<file path="config.mk">
export PLATFORM = sky130hd
export DESIGN_NAME = http_message_end_detector
export DESIGN_NICKNAME = d
export VERILOG_FILES = /design/src/rtl/hmed_pkg.sv /design/src/rtl/hmed_len_parser.sv /design/src/rtl/hmed_frame_tracker.sv /design/src/rtl/http_message_end_detector.sv
export SDC_FILE = /design/constraint.sdc
export NUM_CORES = 1
export LEC_CHECK = 0
export ABC_AREA = 1
export BUFFER_PORTS_ARGS = -buffer_cell sky130_fd_sc_hd__buf_2
export CAP_MARGIN = 20
export CORE_MARGIN = 1
export CORE_UTILIZATION = 60
export DETAILED_ROUTE_END_ITERATION = 6
export PLACE_DENSITY_LB_ADDON = 0.3
export SLEW_MARGIN = 20
export SYNTH_ARGS = -nofsm -noshare
export SYNTH_HDL_FRONTEND = slang
export SYNTH_SLANG_ARGS = --single-unit
</file>
<file path="constraint.sdc">
create_clock -name i_clk -period 5.13 [get_ports i_clk]
set_clock_uncertainty 0.1 [all_clocks]
set_input_delay 1.026 -clock i_clk [delete_from_list [all_inputs] [get_ports i_clk]]
set_output_delay 1.026 -clock i_clk [all_outputs]
set_load 0.005 [all_outputs]
</file>
<file path="src/rtl/hmed_pkg.sv">
// Package for the HTTP message end detector.
// Holds the shared types, the header name and blank line tables and defaults.
// No dependencies.
`default_nettype none

package hmed_pkg;

    localparam int COUNT_BITS_DEFAULT = 32;
    localparam int NAME_LEN  = 15;
    localparam int BLANK_LEN = 4;
    localparam int LEN_BITS  = 32;

    typedef enum logic [1:0] {
        REASON_NONE    = 2'd0,
        REASON_HEADERS = 2'd1,
        REASON_BODY    = 2'd2,
        REASON_CLOSED  = 2'd3
    } t_reason;

    typedef enum logic [1:0] {
        PH_NAME   = 2'd0,
        PH_SPACE  = 2'd1,
        PH_DIGITS = 2'd2,
        PH_DONE   = 2'd3
    } t_phase;

    typedef struct packed {
        logic       valid;
        logic       closed;
        logic [7:0] data;
    } t_step;

    function automatic logic [7:0] name_char(input logic [3:0] idx);
        logic [7:0] c;
        unique case (idx)
            4'd0:    c = "C";
            4'd1:    c = "o";
            4'd2:    c = "n";
            4'd3:    c = "t";
            4'd4:    c = "e";
            4'd5:    c = "n";
            4'd6:    c = "t";
            4'd7:    c = "-";
            4'd8:    c = "L";
            4'd9:    c = "e";
            4'd10:   c = "n";
            4'd11:   c = "g";
            4'd12:   c = "t";
            4'd13:   c = "h";
            4'd14:   c = ":";
            default: c = 8'h00;
        endcase
        return c;
    endfunction

    function automatic logic [7:0] blank_char(input logic [1:0] idx);
        return idx[0] ? 8'h0A : 8'h0D;
    endfunction

endpackage

`default_nettype wire

</file>
<file path="src/rtl/hmed_len_parser.sv">
// Content-Length header name matcher and decimal value parser.
// Depends on hmed_pkg.
`default_nettype none

module hmed_len_parser (
    input  wire logic           i_clk,
    input  wire logic           i_rst_n,
    input  wire hmed_pkg::t_step i_step,
    input  wire logic           i_headers_done,
    input  wire logic           i_clear,
    output logic [31:0]         o_len,
    output logic [31:0]         o_len_next
);
    import hmed_pkg::*;

    t_phase      r_phase, n_phase;
    logic [3:0]  r_idx, n_idx;
    logic [31:0] r_len, n_len;
    logic        w_en;
    logic        w_is_digit;
    logic [35:0] w_sum;
    logic [3:0]  w_match_idx;

    assign w_en       = i_step.valid && !i_step.closed && !i_headers_done;
    assign w_is_digit = (i_step.data >= "0") && (i_step.data <= "9");
    assign w_sum      = 36'({r_len, 3'b000}) + 36'({r_len, 1'b0})
                      + 36'(i_step.data[3:0]);

    always_comb begin
        if ((r_idx < 4'(NAME_LEN)) && (i_step.data == name_char(r_idx))) begin
            w_match_idx = r_idx + 4'd1;
        end else begin
            w_match_idx = (i_step.data == name_char(4'd0)) ? 4'd1 : 4'd0;
        end
    end

    always_comb begin
        n_phase = r_phase;
        n_idx   = r_idx;
        if (w_en) begin
            unique case (r_phase)
                PH_NAME: begin
                    n_idx = w_match_idx;
                    if (w_match_idx >= 4'(NAME_LEN)) begin
                        n_phase = PH_SPACE;
                    end
                end
                PH_SPACE: begin
                    if (w_is_digit || i_step.data == "+") begin
                        n_phase = PH_DIGITS;
                    end else if (i_step.data != " ") begin
                        n_phase = PH_DONE;
                    end
                end
                PH_DIGITS: begin
                    if (!w_is_digit) begin
                        n_phase = PH_DONE;
                    end
                end
                PH_DONE: begin
                    n_phase = PH_DONE;
                end
                default: n_phase = r_phase;
            endcase
        end
    end

    always_comb begin
        n_len = r_len;
        if (w_en && (r_phase == PH_SPACE || r_phase == PH_DIGITS)) begin
            if (w_is_digit) begin
                n_len = (w_sum[35:32] != 4'd0) ? '1 : w_sum[31:0];
            end else if (r_phase == PH_SPACE && i_step.data == "-") begin
                n_len = '0;
            end
        end
    end

    always_ff @(posedge i_clk) begin
        if (!i_rst_n || i_clear) begin
            r_phase <= PH_NAME;
            r_idx   <= '0;
            r_len   <= '0;
        end else begin
            r_phase <= n_phase;
            r_idx   <= n_idx;
            r_len   <= n_len;
        end
    end

    assign o_len      = r_len;
    assign o_len_next = n_len;

endmodule

`default_nettype wire

</file>
<file path="src/rtl/hmed_frame_tracker.sv">
// Byte counter, blank line detector and request completion logic.
// Depends on hmed_pkg.
`default_nettype none

module hmed_frame_tracker #(
    parameter int COUNT_BITS = hmed_pkg::COUNT_BITS_DEFAULT
) (
    input  wire logic            i_clk,
    input  wire logic            i_rst_n,
    input  wire hmed_pkg::t_step i_step,
    input  wire logic [31:0]     i_len,
    output logic                 o_headers_done,
    output hmed_pkg::t_reason    o_reason,
    output logic [31:0]          o_total,
    output logic [31:0]          o_body_offset
);
    import hmed_pkg::*;

    localparam int LimW = (COUNT_BITS < LEN_BITS) ? COUNT_BITS : LEN_BITS;
    localparam int TgtW = ((COUNT_BITS > LEN_BITS) ? COUNT_BITS : LEN_BITS) + 1;
    localparam logic [COUNT_BITS-1:0] CountLimit = COUNT_BITS'({LimW{1'b1}});

    logic [2:0]            r_prog, n_prog;
    logic                  r_hc, n_hc;
    logic [COUNT_BITS-1:0] r_count, n_count;
    logic [COUNT_BITS-1:0] r_bs, n_bs;
    logic [TgtW-1:0]       r_target, n_target;
    t_reason               w_reason;
    logic                  w_byte;

    assign w_byte = i_step.valid && !i_step.closed;

    always_comb begin
        n_prog   = r_prog;
        n_hc     = r_hc;
        n_count  = r_count;
        n_bs     = r_bs;
        n_target = r_target;
        w_reason = REASON_NONE;
        if (i_step.valid && i_step.closed) begin
            w_reason = REASON_CLOSED;
        end else if (w_byte) begin
            if (r_count < CountLimit) begin
                n_count = r_count + COUNT_BITS'(1);
            end
            if (!r_hc) begin
                if (r_prog < 3'(BLANK_LEN) && i_step.data == blank_char(r_prog[1:0])) begin
                    n_prog = r_prog + 3'd1;
                end else begin
                    n_prog = (i_step.data == blank_char(2'd0)) ? 3'd1 : 3'd0;
                end
                if (n_prog >= 3'(BLANK_LEN)) begin
                    n_hc     = 1'b1;
                    n_bs     = n_count;
                    n_target = TgtW'(n_count) + TgtW'(i_len);
                    if (i_len == '0) begin
                        w_reason = REASON_HEADERS;
                    end
                end
            end else if (i_len != '0 && TgtW'(n_count) == r_target) begin
                w_reason = REASON_BODY;
            end
        end
    end

    always_ff @(posedge i_clk) begin
        if (!i_rst_n || w_reason != REASON_NONE) begin
            r_prog   <= '0;
            r_hc     <= 1'b0;
            r_count  <= '0;
            r_bs     <= '0;
            r_target <= '0;
        end else begin
            r_prog   <= n_prog;
            r_hc     <= n_hc;
            r_count  <= n_count;
            r_bs     <= n_bs;
            r_target <= n_target;
        end
    end

    assign o_headers_done = r_hc;
    assign o_reason       = w_reason;
    assign o_total        = 32'(n_count);
    assign o_body_offset  = n_hc ? 32'(n_bs) : 32'd0;

endmodule

`default_nettype wire

</file>
<file path="src/rtl/http_message_end_detector.sv">
// HTTP message end detector, top level.
// Depends on hmed_pkg, hmed_len_parser and hmed_frame_tracker.
//
// The slave channel carries one transaction per received request byte in
// s_axis_tdata, or a peer-closed event when s_axis_tuser is high. The master
// channel returns exactly one result transaction for every input transaction.
// The result tlast marks the transaction that completes a request and tuser
// gives the reason: headers only, last body byte, or closed by the peer.
// After a completing transaction all counters restart for the next request.
//
// A result appears on the master side in the cycle after its input is
// accepted. Throughput is one transaction per cycle while the receiver
// does not stall, limited by the single pass through the match,
// multiply-by-ten and length compare logic into the result register.
// A synchronous active-low reset clears all parser and tracker state and empties
// the result register. When the receiver stalls, the result register holds its
// value and s_axis_tready stays high only while that result is being taken.
`default_nettype none

module http_message_end_detector #(
    parameter int COUNT_BITS = hmed_pkg::COUNT_BITS_DEFAULT
) (
    input  wire logic        i_clk,
    input  wire logic        i_rst_n,
    input  wire logic        s_axis_tvalid,
    output logic             s_axis_tready,
    input  wire logic [7:0]  s_axis_tdata,   // [7:0] data_byte
    input  wire logic        s_axis_tuser,   // [0] peer_closed
    output logic             m_axis_tvalid,
    input  wire logic        m_axis_tready,
    output logic [95:0]      m_axis_tdata,   // [31:0] total_length, [63:32] body_offset,
                                             // [95:64] announced_length
    output logic             m_axis_tlast,   // request_done
    output logic [1:0]       m_axis_tuser    // [1:0] done_reason
);
    import hmed_pkg::*;

    t_step       w_step;
    logic        w_accept;
    logic        w_hc;
    logic [31:0] w_len;
    logic [31:0] w_len_next;
    logic [31:0] w_total;
    logic [31:0] w_body_offset;
    t_reason     w_reason;

    logic        r_valid;
    logic [95:0] r_tdata;
    t_reason     r_reason;

    assign s_axis_tready = !r_valid || m_axis_tready;
    assign w_accept      = s_axis_tvalid && s_axis_tready;
    assign w_step        = '{valid: w_accept, closed: s_axis_tuser, data: s_axis_tdata};

    hmed_len_parser u_parser (
        .i_clk          (i_clk),
        .i_rst_n        (i_rst_n),
        .i_step         (w_step),
        .i_headers_done (w_hc),
        .i_clear        (w_reason != REASON_NONE),
        .o_len          (w_len),
        .o_len_next     (w_len_next)
    );

    hmed_frame_tracker #(
        .COUNT_BITS (COUNT_BITS)
    ) u_tracker (
        .i_clk          (i_clk),
        .i_rst_n        (i_rst_n),
        .i_step         (w_step),
        .i_len          (w_len),
        .o_headers_done (w_hc),
        .o_reason       (w_reason),
        .o_total        (w_total),
        .o_body_offset  (w_body_offset)
    );

    always_ff @(posedge i_clk) begin
        if (!i_rst_n) begin
            r_valid <= 1'b0;
        end else if (w_accept) begin
            r_valid <= 1'b1;
        end else if (m_axis_tready) begin
            r_valid <= 1'b0;
        end
    end

    always_ff @(posedge i_clk) begin
        if (w_accept) begin
            r_tdata  <= {w_len_next, w_body_offset, w_total};
            r_reason <= w_reason;
        end
    end

    assign m_axis_tvalid = r_valid;
    assign m_axis_tdata  = r_tdata;
    assign m_axis_tlast  = (r_reason != REASON_NONE);
    assign m_axis_tuser  = r_reason;

    a_body_not_past_total: assert property (@(posedge i_clk) disable iff (!i_rst_n)
        m_axis_tvalid |-> (m_axis_tdata[63:32] <= m_axis_tdata[31:0]))
        else $error("body offset exceeds total length");

    a_headers_end_here: assert property (@(posedge i_clk) disable iff (!i_rst_n)
        (m_axis_tvalid && m_axis_tuser == REASON_HEADERS) |->
        (m_axis_tdata[63:32] == m_axis_tdata[31:0] && m_axis_tdata[95:64] == 32'd0))
        else $error("headers-only completion with inconsistent totals");

    a_body_end_exact: assert property (@(posedge i_clk) disable iff (!i_rst_n)
        (m_axis_tvalid && m_axis_tuser == REASON_BODY) |->
        (33'(m_axis_tdata[31:0]) == 33'(m_axis_tdata[63:32]) + 33'(m_axis_tdata[95:64])))
        else $error("body completion not at the announced length");

    a_restart_after_done: assert property (@(posedge i_clk) disable iff (!i_rst_n)
        (w_accept && w_reason != REASON_NONE) |=> (w_hc == 1'b0 && w_len == 32'd0))
        else $error("state not cleared after request completion");

endmodule

`default_nettype wire
</file>
* Yosys cells after proc, flatten, opt, wreduce, memory -nomap -nowiden
Memory sizes are Yosys's and may differ from the RTL's. A register that Yosys moved wholly into a read port is not among the register bits. Cells that the tools add are included.
Storage, ports and cells: bits in registers 238, latch bits 0, memory bits (writable) 0, ROM bits 112, input port bits 13, output and inout bits 101, word-level logic and storage cells 111, memories 1
Cells by class: add/subtract/negate cells 6, multipliers 0, div/mod/pow operators 0, $lt $le $gt $ge 7, equality and inequality tests 14, shift operators 0, muxes and demuxes 40, bitwise operators 2, reduce and logical (&&, ||, !) cells 29
Memory list:
- (no name shown) | depth 16, bits a word 7, read ports 1, clocked after memory_dff 1, write ports 0, RTL line hmed_pkg.sv:35 | unique case (idx)
Operators with widths (count):
- 32-bit 2-to-1 mux | 13
- 35-bit by 33-bit adder with 36-bit output | 1
- 36-bit by 4-bit adder with 36-bit output | 1
- 32-bit by 32-bit adder with 33-bit output | 1
- 32-bit by 33-bit equality test with 1-bit output | 1
- 32-bit by 1-bit adder with 32-bit output, second input constant | 1
- 32-bit zero test | 1
- 32-bit < comparator, second input constant | 1
- 32-bit nonzero test | 1
- 2-bit 2-to-1 mux | 9
- 8-bit by 6-bit equality test with 1-bit output, second input constant | 2
- 8-bit equality test | 2
- 3-bit 2-to-1 mux | 5
- 4-bit 2-to-1 mux | 3
- 1-bit logical AND | 10
- 1-bit 2-to-1 mux | 9
- 8-bit by 4-bit equality test with 1-bit output, second input constant | 1
- 8-bit by 7-bit equality test with 1-bit output, second input constant | 1
- 8-bit by 6-bit >= comparator with 1-bit output, second input constant | 1
- 8-bit by 6-bit <= comparator with 1-bit output, second input constant | 1
- 8-bit by 6-bit != test with 1-bit output, second input constant | 1
- 2-bit one-hot mux with 4 select lines | 1
- 4-bit AND reduction | 2
- 2-bit nonzero test | 3
- 18 further kinds | 26

* Logic depth before layout (Yosys ltp)
Gate-level depths: netlist (run 1).
depth in word-level cells 15, depth in mapped cells 27, depth with buffers taken out 26

* Hierarchy
A second synthesis (run 1) with hierarchy kept.
Second synthesis, totals: cell total of the unflattened synthesis 2318, area total of the unflattened synthesis 16106.7 um2
By module, submodules not included:
- hmed_frame_tracker | times used 1, cells an instance 1353, area an instance 7840.0 um2, seq. area each 2021.9 um2
- hmed_len_parser | times used 1, cells an instance 858, area an instance 5260.0 um2, seq. area each 900.9 um2
- http_message_end_detector | times used 1, cells an instance 107, area an instance 3006.6 um2, seq. area each 2962.8 um2

* Least setup slack after synthesis (run 1)
OpenSTA, ideal clock, no wires.
path type input to register, start input port m_axis_tready, end register with a tool-made name, setup time 115 ps, arrival time 4518 ps, data required time 4915 ps, setup slack 397 ps, stages 15, path buffers 1, cell sequence inv_1 > nand2_1 > nand2_1 > inv_1 > nand2_1 > nand2_1 > nor2_1 > nand2_4 > buf_6 > nor2_2 > ha_1 > inv_1 > nand4_1 > nand3_1 > nand2_1
RTL lines:
- start, declared | RTL line http_message_end_detector.sv:30 | input wire logic m_axis_tready,

* Final worst setup path (run 1)
start register u_tracker.r_count[0], end register u_tracker.r_target[24]
On the way: cells in the longest elaborated chain, start to end 12, elaborated cells on any way between the ends 14, classes of those cells 2 x add/sub; 1 x order compare; 1 x eq/ne; 7 x mux; 3 x reduce/logical
Ends and longest elaborated chain:
- start, declared | RTL line hmed_frame_tracker.sv:25 | logic [COUNT_BITS-1:0] r_count, n_count;
- start signal, assigned | RTL line hmed_frame_tracker.sv:76 | r_count <= n_count;
- 32-bit by 1-bit adder with 32-bit output or 32-bit < comparator (tied branches) | RTL line hmed_frame_tracker.sv:44, hmed_frame_tracker.sv:43
- 32-bit 2-to-1 mux (*) | RTL line hmed_frame_tracker.sv:43 | if (r_count < CountLimit) begin
- 32-bit 2-to-1 mux (*) | RTL line hmed_frame_tracker.sv:42 | end else if (w_byte) begin
- 32-bit 2-to-1 mux (*) | RTL line hmed_frame_tracker.sv:40 | if (i_step.valid && i_step.closed) begin
- 32-bit by 33-bit equality test with 1-bit output | RTL line hmed_frame_tracker.sv:60 | end else if (i_len != '0 && TgtW'(n_count) == r_target) begin
- 1-bit logical AND | RTL line hmed_frame_tracker.sv:60
- 2-bit 2-to-1 mux | RTL line hmed_frame_tracker.sv:60
- 2-bit 2-to-1 mux | RTL line hmed_frame_tracker.sv:46 | if (!r_hc) begin
- 2-bit 2-to-1 mux | RTL line hmed_frame_tracker.sv:42
- 2-bit 2-to-1 mux | RTL line hmed_frame_tracker.sv:40
- 2-bit nonzero test | RTL line hmed_frame_tracker.sv:67 | if (!i_rst_n || w_reason != REASON_NONE) begin
- 1-bit logical OR | RTL line hmed_frame_tracker.sv:67
- end signal, assigned | RTL line hmed_frame_tracker.sv:78 | r_target <= n_target;
- end, declared | RTL line hmed_frame_tracker.sv:27 | logic [TgtW-1:0] r_target, n_target;
Mark *: on every way between the ends. The rest lies on a longest branch, timed or not. The select of a mux whose other input is x is not followed. A chain may end at the register's enable or synchronous reset.

==> results.md, run 1 <==
### Floorplanning
* **Die Outline Area** 0.0265 sq mm
* **effective utilization at floorplan** 61.5%
* **horizontal extent of the die** 163 um
* **num ports** 114
* **die outline height** 163 um
* **standard-cell row count** 58
* **Core Region** 0.0253 sq mm

### STA
* **final worst slack** 0.663 ns
* **post-layout minimum cycle time** 4.47 ns
* **worst hold slack** 0.372 ns
* **Max Clk Rate** 0.224 GHz
* **worst-margin pin slew** 0.943 ns
* **final-layout setup total negative slack** 0 ns
* **count of pins over their slew limit** 0
* **worst slew margin relative to its limit** 36.3%
* **post-route clock period utilization** 87.1%
* **Final Hold Violating Endpoints** 0
* **final setup fails** 0
* **unrepaired setup endpoints after global routing** no

### Finish
* **utilization of the core after routing** 68.6%
* **total area of multi-input combinational cells** 0.00843 sq mm
* **antenna diode count** 0
* **net count of the finished layout** 2425
* **storage element area** 0.00589 sq mm
* **share of layout cells above drive strength 1** 9.68%
* **final design instance area without fill** 0.0173 sq mm
* **layout-stage area growth over the synthesis result** 11.6%
* **number of fillers in the final layout** 2256

### Route
* **initial DRC count** 1397
* **residual antenna-violating net count after detailed routing** 0
* **average wire per cell in the routed design** 17.2 um
* **post-detailed-route DRC marker count** 0
* **WL final** 45500 um
* **detailed-route via count** 15146
* **detail-routed via count per cell** 5.70
* **number of detailed-route iterations in the first pass** 6

### Flow run
* **number of max-cap violations** 0

### Clocking
* **post-CTS clock slew at the launch and capture registers of the worst setup and hold paths** 0.06 ns
* **TritonCTS buffer count** 28
* **CTS hold repair buffers** 0
* **clock latency on the worst-skew pair** 0.54 ns
* **maximum level of the CTS H-tree** 1
* **number of gates resized after CTS** 0
* **buffers inserted during post-CTS setup optimization** 0
* **number of buffers on the longest clock path** 3
* **number of clock sinks** 245
* **CTS tree** yes
* **CTS Root Cell** clkbuf_16

### Logic synthesis
* **Most used DFF post-synth** dfxtp_1
* **Synth async-reset ratio** 0%
* **Post-Syn Instances** 2204
* **Synth cell types** 42
* **number of storage elements in the synthesis netlist** 245
* **number of flops mapped to enable cells by yosys** 98
* **Yosys warnings** 0
* **part of the Yosys area used for sequential elements** 37.9%
* **cell area after synthesis** 0.0155 sq mm
* **average instance area after synthesis** 7.05 sq um
* **synthesized netlist net count** 2326

### Worst setup path
* **number of cells on the worst reg-to-reg path** 25
* **total number of cells along the worst setup path** 25
* **category of the worst setup path launch point** register
* **category of cells accounting for the largest share of critical-path delay** simple AND/OR/NAND/NOR gates
* **Arr. time, crit path** 4.79 ns
* **CP max FO** 7
* **startpoint-to-endpoint class of the critical path** register to register
* **number of buffer and inverter stages on the critical path** 3
* **CP required** 5.46 ns
* **Most Frequent Cell on Critical Path** nand2_1
* **Slowest cell on crit path** dfxtp_1
* **delay of the slowest cell on the worst path** 0.45 ns
* **Setup crit end kind** register

### Placed design
* **final weighted congestion in routability-driven placement** 0.972
* **worst setup slack before clock tree synthesis** 0.691 ns
* **detailed placement HPWL** 33900 um
* **placement-stage cell area** 0.0164 sq mm
* **count of buffers inserted at the top-level ports** 113

### Global route
* **vias in the first global route** 14121
* **largest net degree at the start of global routing** 75
* **wire length of the first global-routing pass** 72600 um
* **total track usage** 34.3%
* **number of antenna violations at the first check in global routing** 0
* **grt total ovfl** 0

### Worst hold path
* **worst hold-check path type** register to register
* **Min-Delay Path Depth** 2

### Power
* **Cell Pwr Density** 250 mW/mm^2
* **leakage power** 7.59 nW
* **maximum vdd drop** 0.354 mV

### Status
* **outcome** complete, no violations

## metrics by stage
| step | total power [W] | instances |
|---|---|---|
| after floorplan | 0.00222 | 2204 |
| after global placement | 0.00228 | 2603 |
| after detailed placement | 0.00229 | 2603 |
| after CTS | 0.00434 | 2655 |
| after global routing | 0.00445 | 2655 |
| final | 0.00434 | 2655 |
## metal layers
metal  wire length [um]  up-vias  GRT usage (%)
met5                  0        -              0
met4               1210        0           9.35
met3               2940       83           3.57
met2              20700      586           55.4
met1              20600     7023           48.7
li1                   -     7454              -
## flip-flops by register name, indices dropped and copies added, names as in the netlist, named ones only
signal	cells
m_axis_tvalid	1
u_tracker.r_bs	32
u_tracker.r_count	32
m_axis_tdata	96
u_parser.r_phase	2
u_parser.r_idx	4
u_tracker.r_prog	3
u_parser.o_len	32
m_axis_tuser	2
u_tracker.r_target	33
u_tracker.o_headers_done	1
## Yosys cell counts, types with 7 or more instances
cell      instances  area, sq um
nand3_1         121          606
nor3_1           17         85.1
o21ai_0         119          596
a21o_1           10         75.1
buf_2             9         45.0
nand4_1          28          175
and3_1           17          106
a21oi_1         231         1160
xor2_1           25          219
a31oi_1           8         50.1
nand2_1         570         2140
dfxtp_1         147         2940
inv_2             7         26.3
edfxtp_1         98         2940
xnor2_1          12          105
a211oi_1          8         60.1
nor2_2            7         43.8
o21bai_1          8         60.1
nor2_1          306         1150
ha_1            106         1330
or2_2            13         81.3
buf_6             8         90.1
clkbuf_1         47          176
inv_1           240          901
nand3b_1          7         52.6
## final cells by class
type / count / share of cell area, %
multi-input combinational: 1648 / 48.6
sequential: 245 / 34.0
inverter: 247 / 5.36
clock buffer: 33 / 4.33
timing repair buffer: 133 / 4.13
tap: 330 / 2.38
clock inverter: 19 / 1.21
## layout by cell type, fill, tap and decap left out, types with 3 or more instances in the layout
cell type	instances
nor2_2	8
inv_1	239
o21bai_1	8
a21oi_1	231
edfxtp_1	98
o31ai_1	3
clkbuf_16	29
xor2_1	25
a211oi_1	8
o21ai_0	118
clkbuf_1	3
nand3b_1	7
nor4_1	4
nand2_2	6
fa_1	3
a21o_1	10
nand3_1	121
clkinv_2	8
nand4_1	28
xnor2_1	12
ha_1	106
nor3_1	17
dfxtp_1	147
or2_2	13
inv_2	7
bufinv_16	4
nand2_1	569
buf_4	20
nor2_1	305
and3_1	17
a31oi_1	7
buf_2	113
## worst register-to-register path: stages (launching register included)
cell      delay [ns]
dfxtp_1         0.45
ha_1            0.37
inv_2           0.09
nor2_4          0.17
nand2_2         0.13
nor2_4          0.19
nand3_1         0.13
nand2_1         0.17
inv_1           0.06
ha_1            0.21
fa_1            0.40
nand3_1         0.09
nand2_1         0.11
nand2_1         0.10
nand3_1         0.12
nand2_1         0.08
nand2_1         0.13
a21boi_0        0.32
inv_1           0.15
nand2_1         0.09
nand2_1         0.08
nand2_1         0.06
nand2_1         0.08
a21oi_1         0.21
xor2_1          0.18
a21oi_1         0.08
## power by group
part           total (W)  internal (W)  switching, W  leakage, nW
Combinational   0.000172     0.0000518      0.000120         4.92
Clock            0.00209       0.00125      0.000842        0.476
Sequential       0.00208       0.00206     0.0000141         2.18
## kinds of logic (layout without fill, tap and decap cells)
kind of cell	Yosys count	count (layout)	share of synthesized area, %
simple gates	1101	1101	29.3
compound gates	400	400	13.7
buf+inv	311	432	7.97
flops	245	245	37.9
fa+ha+maj	109	109	8.92
xor+xnor	37	37	2.09
mux	1	1	0.0725
## worst paths after layout
| check | startpoint | to | slack (ns) |
|---|---|---|---|
| setup / recovery | u_tracker.r_count[0] | u_tracker.r_target[24] | 0.66 |
| hold / removal | u_tracker.r_target[13] | u_tracker.r_target[13] | 0.37 |
| setup reg to reg | u_tracker.r_count[0] | u_tracker.r_target[24] | 0.66 |
| hold reg to reg | u_tracker.r_target[13] | u_tracker.r_target[13] | 0.37 |
No activity file was read; power rests on OpenSTA's default activity.
==> run 2, diff against run 1 <==
Settings changed: PLACE_DENSITY set to 0.82, PLACE_DENSITY_LB_ADDON 0.3 to not set.
==> results.md, run 2 (synthesis results as in run 1) <==
### Status
* **outcome** complete, no violations

### Finish
* **share of layout cells above drive strength 1** 9.65%
* **commonest cells after routing, fill and taps aside** nand2_1, nor2_1, inv_1, a21oi_1, dfxtp_1
* **number of fillers in the final layout** 2223
* **layout-stage area growth over the synthesis result** 10.9%
* **most common library cell in the layout ignoring fill and taps** nand2_1
* **Largest Register** m_axis_tdata
* **antenna diode count** 0
* **net count of the finished layout** 2424
* **largest registers** m_axis_tdata (96), u_tracker.r_target (33)
* **Non-Filler Instances** 2652
* **final design instance area without fill** 0.0172 sq mm
* **number of flip-flops under the largest register name** 96

### Clocking
* **CTS tree** yes
* **buffers inserted during post-CTS setup optimization** 0
* **number of clock sinks** 245
* **post-CTS clock slew at the launch and capture registers of the worst setup and hold paths** 0.07 ns
* **TritonCTS buffer count** 27
* **maximum level of the CTS H-tree** 1
* **number of buffers on the longest clock path** 3
* **CTS hold repair buffers** 0
* **clock latency on the worst-skew pair** 0.55 ns
* **CTS Root Cell** clkbuf_16
* **number of gates resized after CTS** 0

### STA
* **Final Hold Violating Endpoints** 0
* **post-layout minimum cycle time** 4.55 ns
* **worst slew margin relative to its limit** 36.9%
* **unrepaired setup endpoints after global routing** no
* **post-route clock period utilization** 88.8%
* **Max Clk Rate** 0.220 GHz
* **final-layout setup total negative slack** 0 ns
* **count of pins over their slew limit** 0
* **worst-margin pin slew** 0.946 ns
* **final setup fails** 0

### Route
* **post-detailed-route DRC marker count** 0
* **detail-routed via count per cell** 5.70
* **initial DRC count** 1491
* **residual antenna-violating net count after detailed routing** 0
* **number of detailed-route iterations in the first pass** 5
* **detailed-route via count** 15125
* **WL final** 45100 um
* **average wire per cell in the routed design** 17.0 um

### Floorplanning
* **Core Region** 0.0253 sq mm
* **Die Outline Area** 0.0265 sq mm
* **num ports** 114
* **standard-cell row count** 58
* **horizontal extent of the die** 163 um
* **die outline height** 163 um
* **effective utilization at floorplan** 61.5%

### Power
* **switching power as a share of total power** 23.2%
* **maximum vdd drop** 0.315 mV
* **P_int** 0.00317 W
* **clock power share** 45.5%
* **combinational group share of total power** 4.2%
* **leakage power** 7.53 nW
* **Cell Pwr Density** 239 mW/mm^2
* **proportion of power drawn by flip-flops and latches** 50.4%
* **net load switching power** 0.000957 W

### Worst setup path
* **launch point of the critical path** u_tracker.r_count[0]
* **Reg2Reg Launch Point** u_tracker.r_count[0]
* **Setup crit end kind** register
* **category of the worst setup path launch point** register
* **Arr. time, crit path** 4.88 ns
* **delay of the slowest cell on the worst path** 0.43 ns
* **startpoint-to-endpoint class of the critical path** register to register
* **Most Frequent Cell on Critical Path** nand2_1
* **worst flop-to-flop path endpoint** u_tracker.r_target[24]
* **CP required** 5.46 ns
* **r2r setup slk** 0.58 ns
* **Slowest cell on crit path** nand2_2
* **CP max FO** 24
* **number of cells on the worst reg-to-reg path** 26

### Flow run
* **number of max-cap violations** 0

### Global route
* **wire length of the first global-routing pass** 70800 um
* **total track usage** 33.7%
* **number of antenna violations at the first check in global routing** 0
* **grt total ovfl** 0
* **vias in the first global route** 13814
* **largest net degree at the start of global routing** 75

### Placed design
* **number of instances in the placed design** 2603
* **final weighted congestion in routability-driven placement** 0.946
* **detailed placement HPWL** 33700 um
* **placement-stage cell area** 0.0164 sq mm
* **count of buffers inserted at the top-level ports** 113

### Worst hold path
* **min-delay src** u_tracker.r_target[13]
* **worst hold-check path type** register to register
* **sink of the worst hold path** u_tracker.r_target[13]
* **Min-Delay Path Depth** 2

[run 2: cell count changes in the layout (fill, tap and decap cells not counted), sizes merged]
cell / previous run / this run
clkinv: 12 / 7
bufinv: 4 / 0
clkinvlp: 1 / 4
inv: 249 / 251
clkbuf: 33 / 34
[run 2: final cells by class]
type	instances	area [sq um]	share of cell area, %
well taps	330	413	2.40
multi-input cells	1648	8430	48.9
repair buffers	133	716	4.15
clock inverters	15	106	0.617
flip-flops and latches	245	5890	34.2
clock buffers	34	753	4.37
inverters	247	930	5.39
[run 2: how the worst max path moves through the flow]
stage,endpoint,slack [ns],cells past startpoint
floorplan,register,0.40,15
global placement,m_axis_tdata[88],0.71,18
detailed placement,m_axis_tdata[65],0.61,18
CTS,u_tracker.r_target[24],0.65,26
global route,u_tracker.r_target[24],0.24,26
finish,u_tracker.r_target[24],0.58,26
[run 2: worst max-delay path, delay by kind of cell, from the launching register on]
family | cells | cell delay, ns
xor+xnor | 1 | 0.17
simple gates | 16 | 1.88
compound gates | 3 | 0.66
fa+ha+maj | 3 | 0.96
flops | 1 | 0.38
buf+inv | 3 | 0.28
[run 2: layer usage]
layer / global-route usage [%] / share of wire [%]
met5: 0 / 0
met4: 8.33 / 2.3
met2: 55.1 / 45
met1: 47.8 / 46
met3: 3.06 / 6.2
[run 2: stage by stage]
stage               hold slack, ns  worst slack, ns  utilization [%]  power [W]
global route                 0.394            0.235             68.2    0.00423
finish                       0.369            0.577             68.2    0.00412
detailed placement           0.359            0.610             64.8    0.00229
CTS                          0.369            0.652             68.2    0.00414
floorplan                    0.344            0.397                -    0.00222
global placement             0.357            0.710             64.8    0.00228
[run 2: power by group through the flow]
stage          Sequential, W  Clock (W)  Combinational, W
3_3_place_gp         0.00212          0          0.000166
6_report             0.00208    0.00187          0.000171
4_1_cts              0.00208    0.00189          0.000170
5_1_grt              0.00208    0.00196          0.000189
2_1_floorplan        0.00213          0         0.0000911
3_5_place_dp         0.00212          0          0.000169
